==> src/rtl/udp_tick_frame_decoder_assert.svh <==
// ----------------------------------------------------------------------------
// udp tick frame decoder assertion macros
// concurrent checks clocked on clk, quiet while rst_n is low
// ----------------------------------------------------------------------------
`ifndef UDP_TICK_FRAME_DECODER_ASSERT_SVH
`define UDP_TICK_FRAME_DECODER_ASSERT_SVH

// same-cycle implication
`define UTFD_ASSERT_NOW(label, ante, cons) \
    label: assert property (@(posedge clk) disable iff (!rst_n) (ante) |-> (cons)) \
        else $error("udp tick frame decoder check failed");

// next-cycle implication
`define UTFD_ASSERT_NEXT(label, ante, cons) \
    label: assert property (@(posedge clk) disable iff (!rst_n) (ante) |=> (cons)) \
        else $error("udp tick frame decoder check failed");

`endif

==> src/rtl/utfd_pkg.sv <==
// ----------------------------------------------------------------------------
// utfd_pkg
// types and fixed header constants for the udp tick frame decoder
// ----------------------------------------------------------------------------
package utfd_pkg;

    typedef logic [2:0] status_t;

    localparam status_t ST_OK         = 3'd0;
    localparam status_t ST_SHORT      = 3'd1;
    localparam status_t ST_NOT_IPV4   = 3'd2;
    localparam status_t ST_BAD_IHL    = 3'd3;
    localparam status_t ST_NOT_UDP    = 3'd4;
    localparam status_t ST_UDP_SHORT  = 3'd5;
    localparam status_t ST_BAD_PAYLEN = 3'd6;
    localparam status_t ST_TRUNCATED  = 3'd7;

    localparam logic [6:0]  ETH_HDR_LEN      = 7'd14;
    localparam logic [6:0]  UDP_HDR_LEN      = 7'd8;
    localparam logic [5:0]  IPV4_MIN_HDR     = 6'd20;
    localparam logic [3:0]  TICK_PAYLOAD_LEN = 4'd14;
    localparam logic [15:0] MIN_FRAME_LEN    = 16'd42;
    localparam logic [15:0] ETHERTYPE_IPV4   = 16'h0800;
    localparam logic [7:0]  PROTO_UDP        = 8'd17;
    localparam logic [15:0] COUNT_MAX        = 16'hFFFF;
    localparam logic [15:0] POS_ETYPE_HI     = 16'd12;
    localparam logic [15:0] POS_ETYPE_LO     = 16'd13;
    localparam logic [15:0] POS_IHL          = 16'd14;
    localparam logic [15:0] POS_PROTO        = 16'd23;

endpackage

==> src/rtl/udp_tick_frame_decoder.sv <==
// ----------------------------------------------------------------------------
// udp_tick_frame_decoder
// extracts a 14-byte tick payload from an ethernet/ipv4/udp frame
// ----------------------------------------------------------------------------
// usage:
//   input channel carries one frame byte per beat (data_byte), frame_end on
//   the last byte, and frame_timestamp, which is sampled on a frame's first
//   byte. a beat is taken when in_valid is high and in_stall is low.
//   output channel gives one beat per frame, after the last byte: status,
//   the payload fields (zero unless status is ok) and the frame timestamp.
//   a beat is taken when out_valid is high and out_stall is low.
// timing:
//   one byte per cycle, sustained while in_stall is low. a byte is held in the
//   input register; header and payload capture plus the status checks then
//   run combinationally from it into the result register, which is loaded
//   when the last byte leaves the input register.
// reset:
//   clears the byte counter and empties both registers; the next byte starts
//   a new frame.
// stall:
//   a waiting result holds; bytes that are not last keep flowing. a second
//   last byte waits in the input register and raises in_stall until the
//   result register frees up.
// ----------------------------------------------------------------------------
`include "udp_tick_frame_decoder_assert.svh"

module udp_tick_frame_decoder
    import utfd_pkg::*;
(
    input  logic        clk,
    input  logic        rst_n,
    input  logic        in_valid,
    output logic        in_stall,
    input  logic [7:0]  data_byte,
    input  logic        frame_end,
    input  logic [63:0] frame_timestamp,
    output logic        out_valid,
    input  logic        out_stall,
    output status_t     status,
    output logic [31:0] tick_id,
    output logic [7:0]  tick_kind,
    output logic [7:0]  side,
    output logic [31:0] price_bits,
    output logic [31:0] quantity_bits,
    output logic [63:0] timestamp
);

    // input register
    logic        s1_valid_reg, s1_valid_next;
    logic [7:0]  s1_byte_reg;
    logic        s1_end_reg;
    logic [63:0] s1_ts_reg;

    // frame state
    logic [15:0] cnt_reg, cnt_next;
    logic [15:0] etype_reg, etype_next;
    logic [5:0]  ihl_reg, ihl_next;
    logic [7:0]  proto_reg, proto_next;
    logic [15:0] udp_len_reg, udp_len_next;
    logic [31:0] id_reg, id_next;
    logic [31:0] price_reg, price_next;
    logic [31:0] qty_reg, qty_next;
    logic [7:0]  type_reg, type_next;
    logic [7:0]  side_reg, side_next;
    logic [63:0] stamp_reg, stamp_next;

    // result register
    logic        out_valid_reg, out_valid_next;
    status_t     out_status_reg;
    logic [31:0] out_id_reg, out_price_reg, out_qty_reg;
    logic [7:0]  out_type_reg, out_side_reg;
    logic [63:0] out_stamp_reg;

    logic        in_take;
    logic        out_free;
    logic        s1_adv;
    logic        res_load;
    logic        first;
    logic        cap;
    logic [15:0] pos;
    logic [7:0]  b;
    logic [5:0]  base_ihl;
    logic [6:0]  udp_at;
    logic [6:0]  pay_at;
    logic [15:0] rel_full;
    logic        in_pay;
    logic [3:0]  rel;
    logic [1:0]  price_lane;
    logic [1:0]  qty_lane;
    logic [15:0] len;
    logic [15:0] hdr_end;
    logic [15:0] pay_end;
    status_t     st;

    assign out_free = !out_valid_reg || !out_stall;
    assign s1_adv   = s1_valid_reg && (!s1_end_reg || out_free);
    assign res_load = s1_adv && s1_end_reg;
    assign in_stall = s1_valid_reg && s1_end_reg && !out_free;
    assign in_take  = in_valid && !in_stall;

    assign pos   = cnt_reg;
    assign b     = s1_byte_reg;
    assign first = (cnt_reg == 16'd0);
    assign cap   = (cnt_reg != COUNT_MAX);

    assign base_ihl   = first ? 6'd0 : ihl_reg;
    assign udp_at     = ETH_HDR_LEN + {1'b0, base_ihl};
    assign pay_at     = udp_at + UDP_HDR_LEN;
    assign rel_full   = pos - {9'd0, pay_at};
    assign in_pay     = (pos > POS_IHL) && (pos >= {9'd0, pay_at})
                        && (rel_full < {12'd0, TICK_PAYLOAD_LEN});
    assign rel        = rel_full[3:0];
    assign price_lane = 2'(rel - 4'd6);
    assign qty_lane   = 2'(rel - 4'd10);

    always_comb
    begin
        etype_next   = first ? 16'd0 : etype_reg;
        ihl_next     = base_ihl;
        proto_next   = first ? 8'd0 : proto_reg;
        udp_len_next = first ? 16'd0 : udp_len_reg;
        id_next      = first ? 32'd0 : id_reg;
        price_next   = first ? 32'd0 : price_reg;
        qty_next     = first ? 32'd0 : qty_reg;
        type_next    = first ? 8'd0 : type_reg;
        side_next    = first ? 8'd0 : side_reg;
        stamp_next   = first ? s1_ts_reg : stamp_reg;
        cnt_next     = cap ? (cnt_reg + 16'd1) : cnt_reg;

        if (cap)
        begin
            if (pos == POS_ETYPE_HI)
            begin
                etype_next[15:8] = b;
            end
            if (pos == POS_ETYPE_LO)
            begin
                etype_next[7:0] = b;
            end
            if (pos == POS_IHL)
            begin
                ihl_next = {b[3:0], 2'b00};
            end
            if (pos == POS_PROTO)
            begin
                proto_next = b;
            end
            if (pos > POS_IHL)
            begin
                if (pos == {9'd0, udp_at} + 16'd4)
                begin
                    udp_len_next[15:8] = b;
                end
                if (pos == {9'd0, udp_at} + 16'd5)
                begin
                    udp_len_next[7:0] = b;
                end
            end
            if (in_pay)
            begin
                if (rel < 4'd4)
                begin
                    id_next[{rel[1:0], 3'b000} +: 8] = b;
                end
                else if (rel == 4'd4)
                begin
                    type_next = b;
                end
                else if (rel == 4'd5)
                begin
                    side_next = b;
                end
                else if (rel < 4'd10)
                begin
                    price_next[{price_lane, 3'b000} +: 8] = b;
                end
                else
                begin
                    qty_next[{qty_lane, 3'b000} +: 8] = b;
                end
            end
        end
    end

    // frame checks, first failure wins
    assign len     = cnt_next;
    assign hdr_end = 16'(ETH_HDR_LEN) + 16'(ihl_next) + 16'(UDP_HDR_LEN);
    assign pay_end = hdr_end + 16'(TICK_PAYLOAD_LEN);

    always_comb
    begin
        if (len < MIN_FRAME_LEN)
            st = ST_SHORT;
        else if (etype_next != ETHERTYPE_IPV4)
            st = ST_NOT_IPV4;
        else if ((ihl_next < IPV4_MIN_HDR) || (len < hdr_end))
            st = ST_BAD_IHL;
        else if (proto_next != PROTO_UDP)
            st = ST_NOT_UDP;
        else if (udp_len_next < 16'(UDP_HDR_LEN))
            st = ST_UDP_SHORT;
        else if ((udp_len_next - 16'(UDP_HDR_LEN)) != 16'(TICK_PAYLOAD_LEN))
            st = ST_BAD_PAYLEN;
        else if (pay_end > len)
            st = ST_TRUNCATED;
        else
            st = ST_OK;
    end

    always_comb
    begin
        s1_valid_next = s1_valid_reg;
        if (in_take)
            s1_valid_next = 1'b1;
        else if (s1_adv)
            s1_valid_next = 1'b0;

        out_valid_next = out_valid_reg;
        if (res_load)
            out_valid_next = 1'b1;
        else if (!out_stall)
            out_valid_next = 1'b0;
    end

    always_ff @(posedge clk or negedge rst_n)
    begin
        if (!rst_n)
        begin
            s1_valid_reg  <= 1'b0;
            out_valid_reg <= 1'b0;
            cnt_reg       <= 16'd0;
        end
        else
        begin
            s1_valid_reg  <= s1_valid_next;
            out_valid_reg <= out_valid_next;
            if (s1_adv)
            begin
                cnt_reg <= s1_end_reg ? 16'd0 : cnt_next;
            end
        end
    end

    always_ff @(posedge clk)
    begin
        if (in_take)
        begin
            s1_byte_reg <= data_byte;
            s1_end_reg  <= frame_end;
            s1_ts_reg   <= frame_timestamp;
        end
        if (s1_adv)
        begin
            etype_reg   <= etype_next;
            ihl_reg     <= ihl_next;
            proto_reg   <= proto_next;
            udp_len_reg <= udp_len_next;
            id_reg      <= id_next;
            price_reg   <= price_next;
            qty_reg     <= qty_next;
            type_reg    <= type_next;
            side_reg    <= side_next;
            stamp_reg   <= stamp_next;
        end
        if (res_load)
        begin
            out_status_reg <= st;
            out_id_reg     <= (st == ST_OK) ? id_next : 32'd0;
            out_type_reg   <= (st == ST_OK) ? type_next : 8'd0;
            out_side_reg   <= (st == ST_OK) ? side_next : 8'd0;
            out_price_reg  <= (st == ST_OK) ? price_next : 32'd0;
            out_qty_reg    <= (st == ST_OK) ? qty_next : 32'd0;
            out_stamp_reg  <= stamp_next;
        end
    end

    assign out_valid     = out_valid_reg;
    assign status        = out_status_reg;
    assign tick_id       = out_id_reg;
    assign tick_kind     = out_type_reg;
    assign side          = out_side_reg;
    assign price_bits    = out_price_reg;
    assign quantity_bits = out_qty_reg;
    assign timestamp     = out_stamp_reg;

    `UTFD_ASSERT_NOW(a_fail_fields_zero, out_valid_reg && (out_status_reg != ST_OK),
        (out_id_reg == 32'd0) && (out_price_reg == 32'd0) && (out_qty_reg == 32'd0)
        && (out_type_reg == 8'd0) && (out_side_reg == 8'd0))
    `UTFD_ASSERT_NEXT(a_count_clears, res_load, cnt_reg == 16'd0)
    `UTFD_ASSERT_NEXT(a_no_spurious_result, s1_valid_reg && !s1_end_reg && !out_valid_reg,
        !out_valid_reg)
    `UTFD_ASSERT_NOW(a_stall_only_on_end, in_stall,
        s1_valid_reg && s1_end_reg && out_valid_reg)

endmodule
==> config.mk <==
export PLATFORM = sky130hd
export DESIGN_NAME = udp_tick_frame_decoder
export DESIGN_NICKNAME = d
export VERILOG_FILES = /design/src/rtl/utfd_pkg.sv /design/src/rtl/udp_tick_frame_decoder.sv
export VERILOG_INCLUDE_DIRS = /design/src /design/src/rtl
export SDC_FILE = /design/constraint.sdc
export NUM_CORES = 1
export LEC_CHECK = 0
export ABC_AREA = 1
export BUFFER_PORTS_ARGS = -buffer_cell sky130_fd_sc_hd__clkbuf_2
export CORE_MARGIN = 5
export CORE_UTILIZATION = 30
export DETAILED_ROUTE_END_ITERATION = 10
export PLACE_DENSITY = 0.51
export REMOVE_ABC_BUFFERS = 1
export SETUP_SLACK_MARGIN = 0.1
export SLEW_MARGIN = 20
export SYNTH_ARGS = -nofsm -noshare
export SYNTH_HDL_FRONTEND = slang
export SYNTH_SLANG_ARGS = --single-unit
==> constraint.sdc <==
create_clock -name clk -period 8.5 [get_ports clk]
set_input_delay 1.275 -clock clk [delete_from_list [all_inputs] [get_ports clk]]
set_output_delay 1.275 -clock clk [all_outputs]
set_load 0.01 [all_outputs]
After elaboration in Yosys (flattened, before gate mapping)
Index checks and enable logic that the tools add are counted.

Add/sub/neg operators: 15. Multiply operators: 0. Div/mod/pow operators: 0. Order comparisons: 10. Equality and inequality tests: 13. Shifts and indexed selects: 6. Mux-type cells: 61. Bitwise operators: 0. Reductions and logical operators: 18.

Operators with widths (number): 32-bit two-way mux (18); 8-bit two-way mux (18); 16-bit two-way mux (7); 32-bit bitwise mux (3); 8-bit by 7-bit variable shift with 32-bit output (first input constant) (3); 8-bit by 7-bit variable part select with 32-bit output (3); 64-bit two-way mux (1); 16-bit by 4-bit equality test with 1-bit output (second input constant) (3); 16-bit by 8-bit equality test with 1-bit output (2); 16-bit by 4-bit < comparator with 1-bit output (second input constant) (2); 3-bit two-way mux (7); 5-bit negator with 7-bit output (3); 6-bit two-way mux (3); 16-bit by 1-bit adder with 16-bit output (second input constant) (1); 7-bit by 3-bit adder with 8-bit output (second input constant) (2); 16-bit by 5-bit equality test with 1-bit output (second input constant) (1); 16-bit by 7-bit >= comparator with 1-bit output (1); 16-bit by 4-bit > comparator with 1-bit output (second input constant) (1); 9-bit by 16-bit > comparator with 1-bit output (1); 16-bit logical NOT (1); 16-bit by 6-bit < comparator with 1-bit output (second input constant) (1); 16-bit by 8-bit < comparator with 1-bit output (1); 16-bit by 12-bit != test with 1-bit output (second input constant) (1); 16-bit != test (second input constant) (1); other kinds (20) (38).

Register bits: 492. Bits in latches: 0. Bits in writable memories: 0. Memory bits (read-only): 0. Bits of input ports: 77. Output and inout port bits: 181. Logic and storage cells: 146. Memories kept: 0.

Longest topological paths before layout
Gate-level depths: netlist (run 1).

Word-level depth: 17. Depth in mapped cells: 40. Gate-level depth less buffers: 35.

Worst setup path after synthesis (run 1)
No wires, ideal clock.

Path type: input-to-reg. From: in out_stall. To: reg etype_reg[0] (enable). Library setup time: 673 ps. Arrival time: 7778 ps. Required time: 7827 ps. Setup slack: 49 ps. Stages: 4. Buffers on the path: 1. Path through: nand2_1 > o21ai_0 > clkinv_1 > clkbuf_1.

Longest elaborated chain between the ends: 4.

RTL lines: start: declaration (RTL line udp_tick_frame_decoder.sv:38) `input logic out_stall,`; 1-bit logical NOT; 1-bit logical OR (RTL line udp_tick_frame_decoder.sv:95) `assign out_free = !out_valid_reg || !out_stall;`; 1-bit logical OR (RTL line udp_tick_frame_decoder.sv:96) `assign s1_adv = s1_valid_reg && (!s1_end_reg || out_free);`; 1-bit logical AND (RTL line udp_tick_frame_decoder.sv:96); via s1_adv (RTL line udp_tick_frame_decoder.sv:76) `logic s1_adv;`; end signal: assignment (RTL line udp_tick_frame_decoder.sv:254) `etype_reg <= etype_next;`; end: declaration (RTL line udp_tick_frame_decoder.sv:56) `logic [15:0] etype_reg, etype_next;`.

The timed path passes the listed nets, and every way through them passes these cells. A chain may end at the register's enable or synchronous reset.

Worst setup path in the final report (run 1)
From: reg cnt_reg[1]. To: reg out_type_reg[1] (netlist: tick_kind[1]) (data pin).

Longest elaborated chain between the ends: 17. Elaborated cells between the ends (all ways): 63. Classes of those cells: 10 x add/sub; 9 x order compare; 11 x eq/ne; 28 x mux; 5 x reduce/logical.

RTL lines: start: declaration (RTL line udp_tick_frame_decoder.sv:55) `logic [15:0] cnt_reg, cnt_next;`; start signal: assignment (RTL line udp_tick_frame_decoder.sv:239) `cnt_reg <= s1_end_reg ? 16'd0 : cnt_next;`; 16-bit logical NOT (RTL line udp_tick_frame_decoder.sv:103) `assign first = (cnt_reg == 16'd0);`; 6-bit two-way mux (RTL line udp_tick_frame_decoder.sv:106) `assign base_ihl = first ? 6'd0 : ihl_reg;`; 4-bit by 6-bit adder with 7-bit output (RTL line udp_tick_frame_decoder.sv:107) `assign udp_at = ETH_HDR_LEN + {1'b0, base_ihl};`; 7-bit by 3-bit adder with 8-bit output, on equally long branches (RTL line udp_tick_frame_decoder.sv:154, udp_tick_frame_decoder.sv:150); 16-bit by 8-bit equality test with 1-bit output, on equally long branches (RTL line udp_tick_frame_decoder.sv:154, udp_tick_frame_decoder.sv:150); 8-bit two-way mux, on equally long branches (RTL line udp_tick_frame_decoder.sv:154, udp_tick_frame_decoder.sv:150); 16-bit two-way mux (RTL line udp_tick_frame_decoder.sv:148) `if (pos > POS_IHL)`; 16-bit two-way mux (RTL line udp_tick_frame_decoder.sv:130) `if (cap)`; 16-bit by 4-bit subtractor with 16-bit output (RTL line udp_tick_frame_decoder.sv:202) `else if ((udp_len_next - 16'(UDP_HDR_LEN)) != 16'(TICK_PAYLOAD_LEN))`; 16-bit by 4-bit != test with 1-bit output (RTL line udp_tick_frame_decoder.sv:202); 3-bit two-way mux (RTL line udp_tick_frame_decoder.sv:202); 3-bit two-way mux (RTL line udp_tick_frame_decoder.sv:200) `else if (udp_len_next < 16'(UDP_HDR_LEN))`; 3-bit two-way mux (RTL line udp_tick_frame_decoder.sv:198) `else if (proto_next != PROTO_UDP)`; 3-bit two-way mux (RTL line udp_tick_frame_decoder.sv:196) `else if ((ihl_next < IPV4_MIN_HDR) || (len < hdr_end))`; 3-bit two-way mux (RTL line udp_tick_frame_decoder.sv:194) `else if (etype_next != ETHERTYPE_IPV4)`; 3-bit two-way mux (RTL line udp_tick_frame_decoder.sv:192) `if (len < MIN_FRAME_LEN)`; 3-bit logical NOT (RTL line udp_tick_frame_decoder.sv:269) `out_type_reg <= (st == ST_OK) ? type_next : 8'd0;`; end signal: assignment (RTL line udp_tick_frame_decoder.sv:269); end: declaration (RTL line udp_tick_frame_decoder.sv:71) `logic [7:0] out_type_reg, out_side_reg;`.

Parallel ways exist; a longest one is shown, timed or not.

==> impl_metrics.py, run 1 <==
metrics = {
    "yosys": {
        "synthFlopType": "sky130_fd_sc_hd__edfxtp_1",
        "post_synth_arst_share_pct": 3.66,
        "yosysTopAreaCellShare_pct": 55.5,
        "post_synth_num_cell_types": 51,
        "synth.area.top_cells": "sky130_fd_sc_hd__edfxtp_1 56%, sky130_fd_sc_hd__nand2_1 13%, sky130_fd_sc_hd__o21ai_0 5.3%",
        "yosys.area.top_type": "sky130_fd_sc_hd__edfxtp_1",
        "synth_top_family_by_area": "simple AND/OR/NAND/NOR gates",
        "synthAdderAreaFrac_pct": 2.00,
        "muxShareOfSynthArea_pct": 0,
        "gate_count_of_the_mapped_netlist": 2765,
        "synthesis.yosys.warnings": 0,
        "syn-cell-area_um2": 25600,
        "syn-mean-instance-area_um2": 9.28,
        "synth.ff_latch_count": 492,
        "synthXorXnorAreaFrac_pct": 0.888,
        "synth-compound-area-share_pct": 7.19,
        "area_share_of_and_or_nand_nor_cells_after_synthesis_pct": 25.9,
        "yosysSeqAreaShare_pct": 57.3,
        "synth-edff-count": 474,
    },
    "drt": {
        "vias": 19223,
        "finalWirelength_um": 70300,
        "final_antenna_net_count": 0,
        "post_drt_wl_per_cell_um": 16.8,
        "drt_first_iter_violations": 1257,
        "met3RoutedLength_um": 5230,
        "wl_met1_um": 32700,
        "detailroute.wirelength.met2_um": 31300,
        "vias_per_cell": 4.60,
        "drcViolationCount": 0,
        "routed.top_layer": "met5",
        "dr.pass1.iters": 5,
    },
    "worst_setup_path": {
        "reg2reg_to": "tick_kind[1]",
        "reg2regPathDepth": 36,
        "crit_path_max_incr_delay_ps": 620,
        "worst-endpoint-required_ps": 8970,
        "critical-path-slowest-cell": "sky130_fd_sc_hd__nand3_4",
        "critical_path.max_fanout": 74,
        "combined_buffer_and_inverter_count_along_the_critical_path": 6,
        "end_kind": "register",
        "path_delay_family": "simple AND/OR/NAND/NOR gates",
        "reg2reg_slack_ps": 1710,
        "criticalPathCategory": "register to register",
        "timing.critical_path.from_type": "register",
        "timing.critical_path.arrival_ps": 7270,
        "r2r_start": "cnt_reg[1]",
        "cp_most_frequent_cell": "sky130_fd_sc_hd__nand2_1",
    },
    "layout": {
        "fin_area_um2": 30100,
        "syn2layout_area_growth_pct": 17.2,
        "final_layout_size_suffix_gt1_share_pct": 16.9,
        "sequential_cell_area_um2": 14700,
        "layout_net_count": 3101,
        "multiInputGateArea_um2": 9260,
        "fillerInstances": 8780,
        "final_cell_count_no_fill": 4177,
    },
    "clocking": {
        "h_tree_depth": 2,
        "max-clock-path-buffers": 3,
        "insertion_delay_ps": 650,
        "tritoncts": "built",
        "holdBufCountCts": 0,
        "clk_pin_slew_worst_paths_ps": 60,
        "cts_inserted_buffers": 58,
        "postCtsSetupRepairBufs": 0,
        "cts_resized": 0,
        "cts.root.buffer_cell": "sky130_fd_sc_hd__clkbuf_16",
        "cts_sinks": 492,
    },
    "floorplan": {
        "die-width_um": 302,
        "row_count": 107,
        "boundaryPins": 258,
        "fp.dieArea_um2": 91400,
        "floorplan.initialDensity_pct": 30.2,
        "chipHeight_um": 302,
        "fp.coreArea_um2": 85000,
    },
    "sta": {
        "unrepaired_setup_endpoints_after_global_routing": "false",
        "hold_slack_ps": 529,
        "tns_ps": 0,
        "timing_hold_violations_final": 0,
        "fmaxAchievable_mhz": 147,
        "timing_worst_slew_pin_value_ps": 996,
        "finalCritPeriodShare_pct": 79.9,
        "clock-skew-final_ps": 54.3,
        "slew_headroom_pct": 33.5,
        "final.min_clock_period_ps": 6790,
        "finalMaxSlewViolations": 0,
        "setup_viol_count_final": 0,
    },
    "min_path": {
        "path_type_of_the_worst_min_delay_path": "register to register",
        "timing.hold.worst.start": "s1_ts_reg[18]",
        "worst_hold_path.num_cells": 2,
        "worst_hold_path.endpoint": "timestamp[18]",
    },
    "placement": {
        "place.detailed.hpwl_um": 45500,
        "gp_congestion": 0.851,
        "dp.cells": 4067,
        "detailed_place.area_um2": 28000,
        "number_of_input_and_output_port_buffers_inserted": 257,
    },
    "pwr": {
        "power_frac_seq_pct": 36.3,
        "comb_power_share_pct": 34.4,
        "switching_power_mw": 3.45,
        "vdd.ir_drop.worst_mv": 0.219,
        "power-per-cell-area_nw_per_um2": 299,
        "total_leakage_power_nw": 12.3,
        "netSwitchingFraction_pct": 38.3,
        "design_power_total_mw": 9.00,
        "share_clk_of_total_power_pct": 29.3,
        "power_report.internal_total_mw": 5.55,
    },
    "run": {
        "maxCapViolations": 0,
    },
    "grt": {
        "grt_start_max_net_pins": 201,
        "global_route_wire_length_before_repair_um": 109000,
        "number_of_antenna_violations_at_the_first_check_in_global_routing": 4,
        "grt_pass1_vias": 18316,
        "grt-ovfl-total": 0,
        "grtUsageTotal_pct": 15.0,
    },
    "outcome": {
        "run_status": "completed",
    },
}
## layout make-up
type / count / share of cell area [%]
Antenna cell: 2 / 0.0167
Clock buffer: 68 / 5.03
Clock inverter: 40 / 1.67
Inverter: 280 / 3.56
Multi-Input combinational cell: 1860 / 30.8
Sequential cell: 492 / 48.9
Tap cell: 1144 / 4.76
Timing Repair Buffer: 291 / 5.30
## worst register-to-register path, delay by kind of cell, from the launching register on
family,cells,cell delay [ps]
buffers and inverters,6,1500
adder cells (fa/ha/maj),3,800
AO/OA/AOI/OAI,1,110
flip-flops,1,450
AND/OR/NAND/NOR,26,3810
## metrics by stage
| step | setup slack [ps] | utilization (%) |
|---|---|---|
| 3_5_place_dp | 1610 | 33.0 |
| 4_1_cts | 1630 | 35.3 |
| 2_1_floorplan | -1490 | - |
| 3_3_place_gp | 1700 | 33.0 |
| 6_report | 1710 | 35.3 |
| 5_1_grt | 1040 | 35.3 |
## worst max-delay path by stage
stage | start | to | slack [ps] | cells past startpoint
4_1_cts | cnt_reg[1] | tick_kind[1] | 1630 | 36
3_3_place_gp | cnt_reg[1] | price_bits[29] | 1700 | 35
6_report | cnt_reg[1] | tick_kind[1] | 1710 | 36
5_1_grt | cnt_reg[1] | quantity_bits[11] | 1040 | 36
2_1_floorplan | out_stall | price_bits[0] | -1490 | 5
3_5_place_dp | cnt_reg[1] | tick_kind[1] | 1610 | 36
## power groups by stage
stage               clock network (mW)  logic (mW)  registers, mW
floorplan                            0        2.12           3.34
finish                            2.64        3.09           3.27
detailed placement                   0        3.11           3.31
CTS                               2.72        3.12           3.27
global route                      2.82        3.55           3.30
global placement                     0        3.08           3.31
## cells in the mapped netlist, types with 2 or more instances
cell / number
sky130_fd_sc_hd__or2_2: 2
sky130_fd_sc_hd__a21oi_1: 30
sky130_fd_sc_hd__buf_12: 9
sky130_fd_sc_hd__nand4_1: 20
sky130_fd_sc_hd__xnor2_1: 3
sky130_fd_sc_hd__nand2_4: 3
sky130_fd_sc_hd__nor4b_1: 2
sky130_fd_sc_hd__dfrtp_1: 18
sky130_fd_sc_hd__buf_6: 3
sky130_fd_sc_hd__clkinv_1: 4
sky130_fd_sc_hd__inv_2: 5
sky130_fd_sc_hd__nor4_1: 5
sky130_fd_sc_hd__nand2_1: 906
sky130_fd_sc_hd__nand3_1: 191
sky130_fd_sc_hd__edfxtp_1: 474
sky130_fd_sc_hd__nor3_1: 44
sky130_fd_sc_hd__o22ai_1: 15
sky130_fd_sc_hd__nor2_4: 84
sky130_fd_sc_hd__nand3b_1: 11
sky130_fd_sc_hd__a21boi_0: 2
sky130_fd_sc_hd__xor2_1: 23
sky130_fd_sc_hd__nand2_2: 14
sky130_fd_sc_hd__a21o_1: 8
sky130_fd_sc_hd__ha_1: 41
sky130_fd_sc_hd__buf_2: 18
sky130_fd_sc_hd__o21ai_1: 4
sky130_fd_sc_hd__clkbuf_1: 80
sky130_fd_sc_hd__o211ai_1: 3
sky130_fd_sc_hd__nor2_1: 147
sky130_fd_sc_hd__o311ai_0: 2
sky130_fd_sc_hd__nand3_2: 5
sky130_fd_sc_hd__o21ai_0: 273
sky130_fd_sc_hd__buf_1: 23
sky130_fd_sc_hd__nor2_2: 6
sky130_fd_sc_hd__inv_1: 271
## cell usage in the layout, fill, tap and decap left out, types with 15 or more instances in the layout
cell,instances
sky130_fd_sc_hd__nand3_1,190
sky130_fd_sc_hd__nand2_1,906
sky130_fd_sc_hd__buf_4,30
sky130_fd_sc_hd__ha_1,41
sky130_fd_sc_hd__xor2_1,23
sky130_fd_sc_hd__clkbuf_2,257
sky130_fd_sc_hd__inv_1,269
sky130_fd_sc_hd__o21ai_0,273
sky130_fd_sc_hd__edfxtp_1,474
sky130_fd_sc_hd__a21oi_1,29
sky130_fd_sc_hd__nand4_1,20
sky130_fd_sc_hd__nor3_1,44
sky130_fd_sc_hd__clkbuf_16,59
sky130_fd_sc_hd__nor2_1,145
sky130_fd_sc_hd__dfrtp_1,18
sky130_fd_sc_hd__o22ai_1,15
sky130_fd_sc_hd__nor2_4,86
## per-layer routing
layer	up-vias	global-route usage (%)
li1	9642	-
met2	513	23.8
met5	-	0
met1	8977	21.0
met4	4	3.01
met3	87	3.84
## kinds of logic (layout without fill, tap and decap cells)
| group | count (synthesis) | count (layout) |
|---|---|---|
| and+or+nand+nor | 1446 | 1446 |
| DFF | 492 | 492 |
| buffers and inverters | 413 | 679 |
| AOI/OAI and AO/OA | 346 | 346 |
| adders and majority gates | 41 | 41 |
| xor gates and xnor gates | 26 | 26 |
| other | 1 | 3 |
Power figures use the tool's default switching activity.
==> run 2, diff against run 1 <==
==> constraint.sdc (replaced) <==
create_clock -name clk -period 6.3 [get_ports clk]
set_input_delay 0.945 -clock clk [delete_from_list [all_inputs] [get_ports clk]]
set_output_delay 0.945 -clock clk [all_outputs]
set_load 0.01 [all_outputs]
==> impl_metrics.py, run 2 (synthesis results as in run 1) <==
metrics = {
    "layout": {
        "final_layout_size_suffix_gt1_share_pct": 17.3,
        "syn2layout_area_growth_pct": 17.5,
        "fin_area_um2": 30100,
        "final_cell_mix": "906 x sky130_fd_sc_hd__nand2_1, 474 x sky130_fd_sc_hd__edfxtp_1, 273 x sky130_fd_sc_hd__o21ai_0",
        "layout_net_count": 3117,
        "layout.cells.most_common": "sky130_fd_sc_hd__nand2_1",
    },
    "sta": {
        "setup_viol_count_final": 0,
        "timing_hold_violations_final": 0,
        "final.min_clock_period_ps": 5620,
        "timing_worst_slew_pin_value_ps": 1040,
        "fmaxAchievable_mhz": 178,
        "clock-skew-final_ps": 61.7,
        "slew_headroom_pct": 30.9,
        "finalCritPeriodShare_pct": 89.2,
        "hold_slack_ps": 287,
        "unrepaired_setup_endpoints_after_global_routing": "true",
        "finalMaxSlewViolations": 0,
    },
    "floorplan": {
        "fp.coreArea_um2": 85000,
        "die-width_um": 302,
        "chipHeight_um": 302,
        "row_count": 107,
        "floorplan.initialDensity_pct": 30.2,
        "fp.dieArea_um2": 91400,
        "boundaryPins": 258,
    },
    "pwr": {
        "power-per-cell-area_nw_per_um2": 396,
        "vdd.ir_drop.worst_mv": 0.301,
        "total_leakage_power_nw": 12.4,
    },
    "worst_setup_path": {
        "r2r_start": "cnt_reg[1]",
        "crit_path_max_incr_delay_ps": 470,
        "reg2reg_slack_ps": 680,
        "critical-path-slowest-cell": "sky130_fd_sc_hd__dfrtp_1",
        "cp_most_frequent_cell": "sky130_fd_sc_hd__nand2_1",
        "critical_path.max_fanout": 17,
        "timing.critical_path.from_type": "register",
        "worst-endpoint-required_ps": 6810,
        "reg2regPathDepth": 27,
        "reg2reg_to": "tick_id[7]",
        "end_kind": "register",
        "criticalPathCategory": "register to register",
        "timing.critical_path.arrival_ps": 6130,
    },
    "drt": {
        "drcViolationCount": 0,
        "detailroute.wirelength.met2_um": 30900,
        "post_drt_wl_per_cell_um": 16.6,
        "drt_first_iter_violations": 1413,
        "finalWirelength_um": 69600,
        "vias_per_cell": 4.56,
        "final_antenna_net_count": 0,
        "met3RoutedLength_um": 5030,
        "vias": 19134,
        "dr.pass1.iters": 5,
        "routed.top_layer": "met5",
        "wl_met1_um": 32100,
    },
    "clocking": {
        "insertion_delay_ps": 640,
        "postCtsSetupRepairBufs": 0,
        "cts.root.buffer_cell": "sky130_fd_sc_hd__clkbuf_16",
        "h_tree_depth": 2,
        "cts_inserted_buffers": 58,
        "max-clock-path-buffers": 3,
        "tritoncts": "built",
        "clk_pin_slew_worst_paths_ps": 60,
        "cts_sinks": 492,
    },
    "min_path": {
        "path_type_of_the_worst_min_delay_path": "primary input to async pin",
    },
    "placement": {
        "detailed_place.area_um2": 28200,
        "place.detailed.hpwl_um": 45400,
        "gp_congestion": 0.839,
        "number_of_input_and_output_port_buffers_inserted": 257,
    },
    "run": {
        "maxCapViolations": 0,
    },
    "outcome": {
        "run_status": "completed",
    },
    "grt": {
        "grtUsageTotal_pct": 14.9,
        "number_of_antenna_violations_at_the_first_check_in_global_routing": 4,
        "grt-ovfl-total": 0,
        "grt_pass1_vias": 18465,
        "global_route_wire_length_before_repair_um": 108000,
        "grt_start_max_net_pins": 158,
    },
}
run 2: changes by cell type in the layout (fill, tap and decap cells not counted), sizes merged:
cell      previous run  this run
diode                2         4
clkbuf             325       328
clkinv              24        28
clkinvlp             7         3
inv                279       280
buf                 34        49
bufinv              10         6
run 2: metal layers:
| layer | GRT usage [%] | up-vias |
|---|---|---|
| met3 | 3.78 | 99 |
| met5 | 0 | - |
| li1 | - | 9672 |
| met1 | 20.6 | 8879 |
| met2 | 23.6 | 482 |
| met4 | 3.61 | 2 |
run 2: worst max path at each step:
stage                           from       endpoint  slack, ps  cells past startpoint
after floorplan           cnt_reg[1]  price_bits[0]      -3590                     22
after global placement    cnt_reg[1]     tick_id[7]        410                     27
after detailed placement  cnt_reg[1]     tick_id[7]        450                     27
after CTS                 cnt_reg[1]     tick_id[7]        430                     27
after global routing      cnt_reg[1]        side[5]        100                     36
final                     cnt_reg[1]     tick_id[7]        680                     27
run 2: metrics by stage:
step,cells,setup TNS (ps),util (%),setup WS (ps),total power [mW]
floorplan,2632,-1601670,-,-3590,7.36
global placement,4083,0,33.2,412,8.63
detailed placement,4083,0,33.2,455,8.66
CTS,4190,0,35.4,425,12.1
global route,4190,0,35.4,98.9,12.8
finish,4194,0,35.5,683,11.9
run 2: layout make-up:
cell class | instances | area [µm²]
antenna | 4 | 10.0
multi-input combinational | 1860 | 9260
clock inverter | 37 | 375
sequential | 492 | 14700
inverter | 280 | 1070
timing repair buffer | 307 | 1810
fill | 8678 | 54900
tap | 1144 | 1430
clock buffer | 70 | 1500
run 2: timing repair:
action | CTS | global route
hold buffers | 0 | 0
gates resized for setup | 0 | 5
endpoints found under the setup margin | 0 | 102
run 2: critical path, delay by kind of cell, from the launching register on:
family	cells	cell delay, ps
AND/OR/NAND/NOR	15	2300
XOR/XNOR	2	450
AO/OA/AOI/OAI	3	520
buffers and inverters	4	940
flip-flops	1	470
adder cells (fa/ha/maj)	3	810
run 2: power breakdown:
group	leakage (nW)	switching [mW]	internal [mW]
Clock	0.912	1.41	1.94
Sequential	4.91	0.170	4.24
Combinational	6.57	3.02	1.16
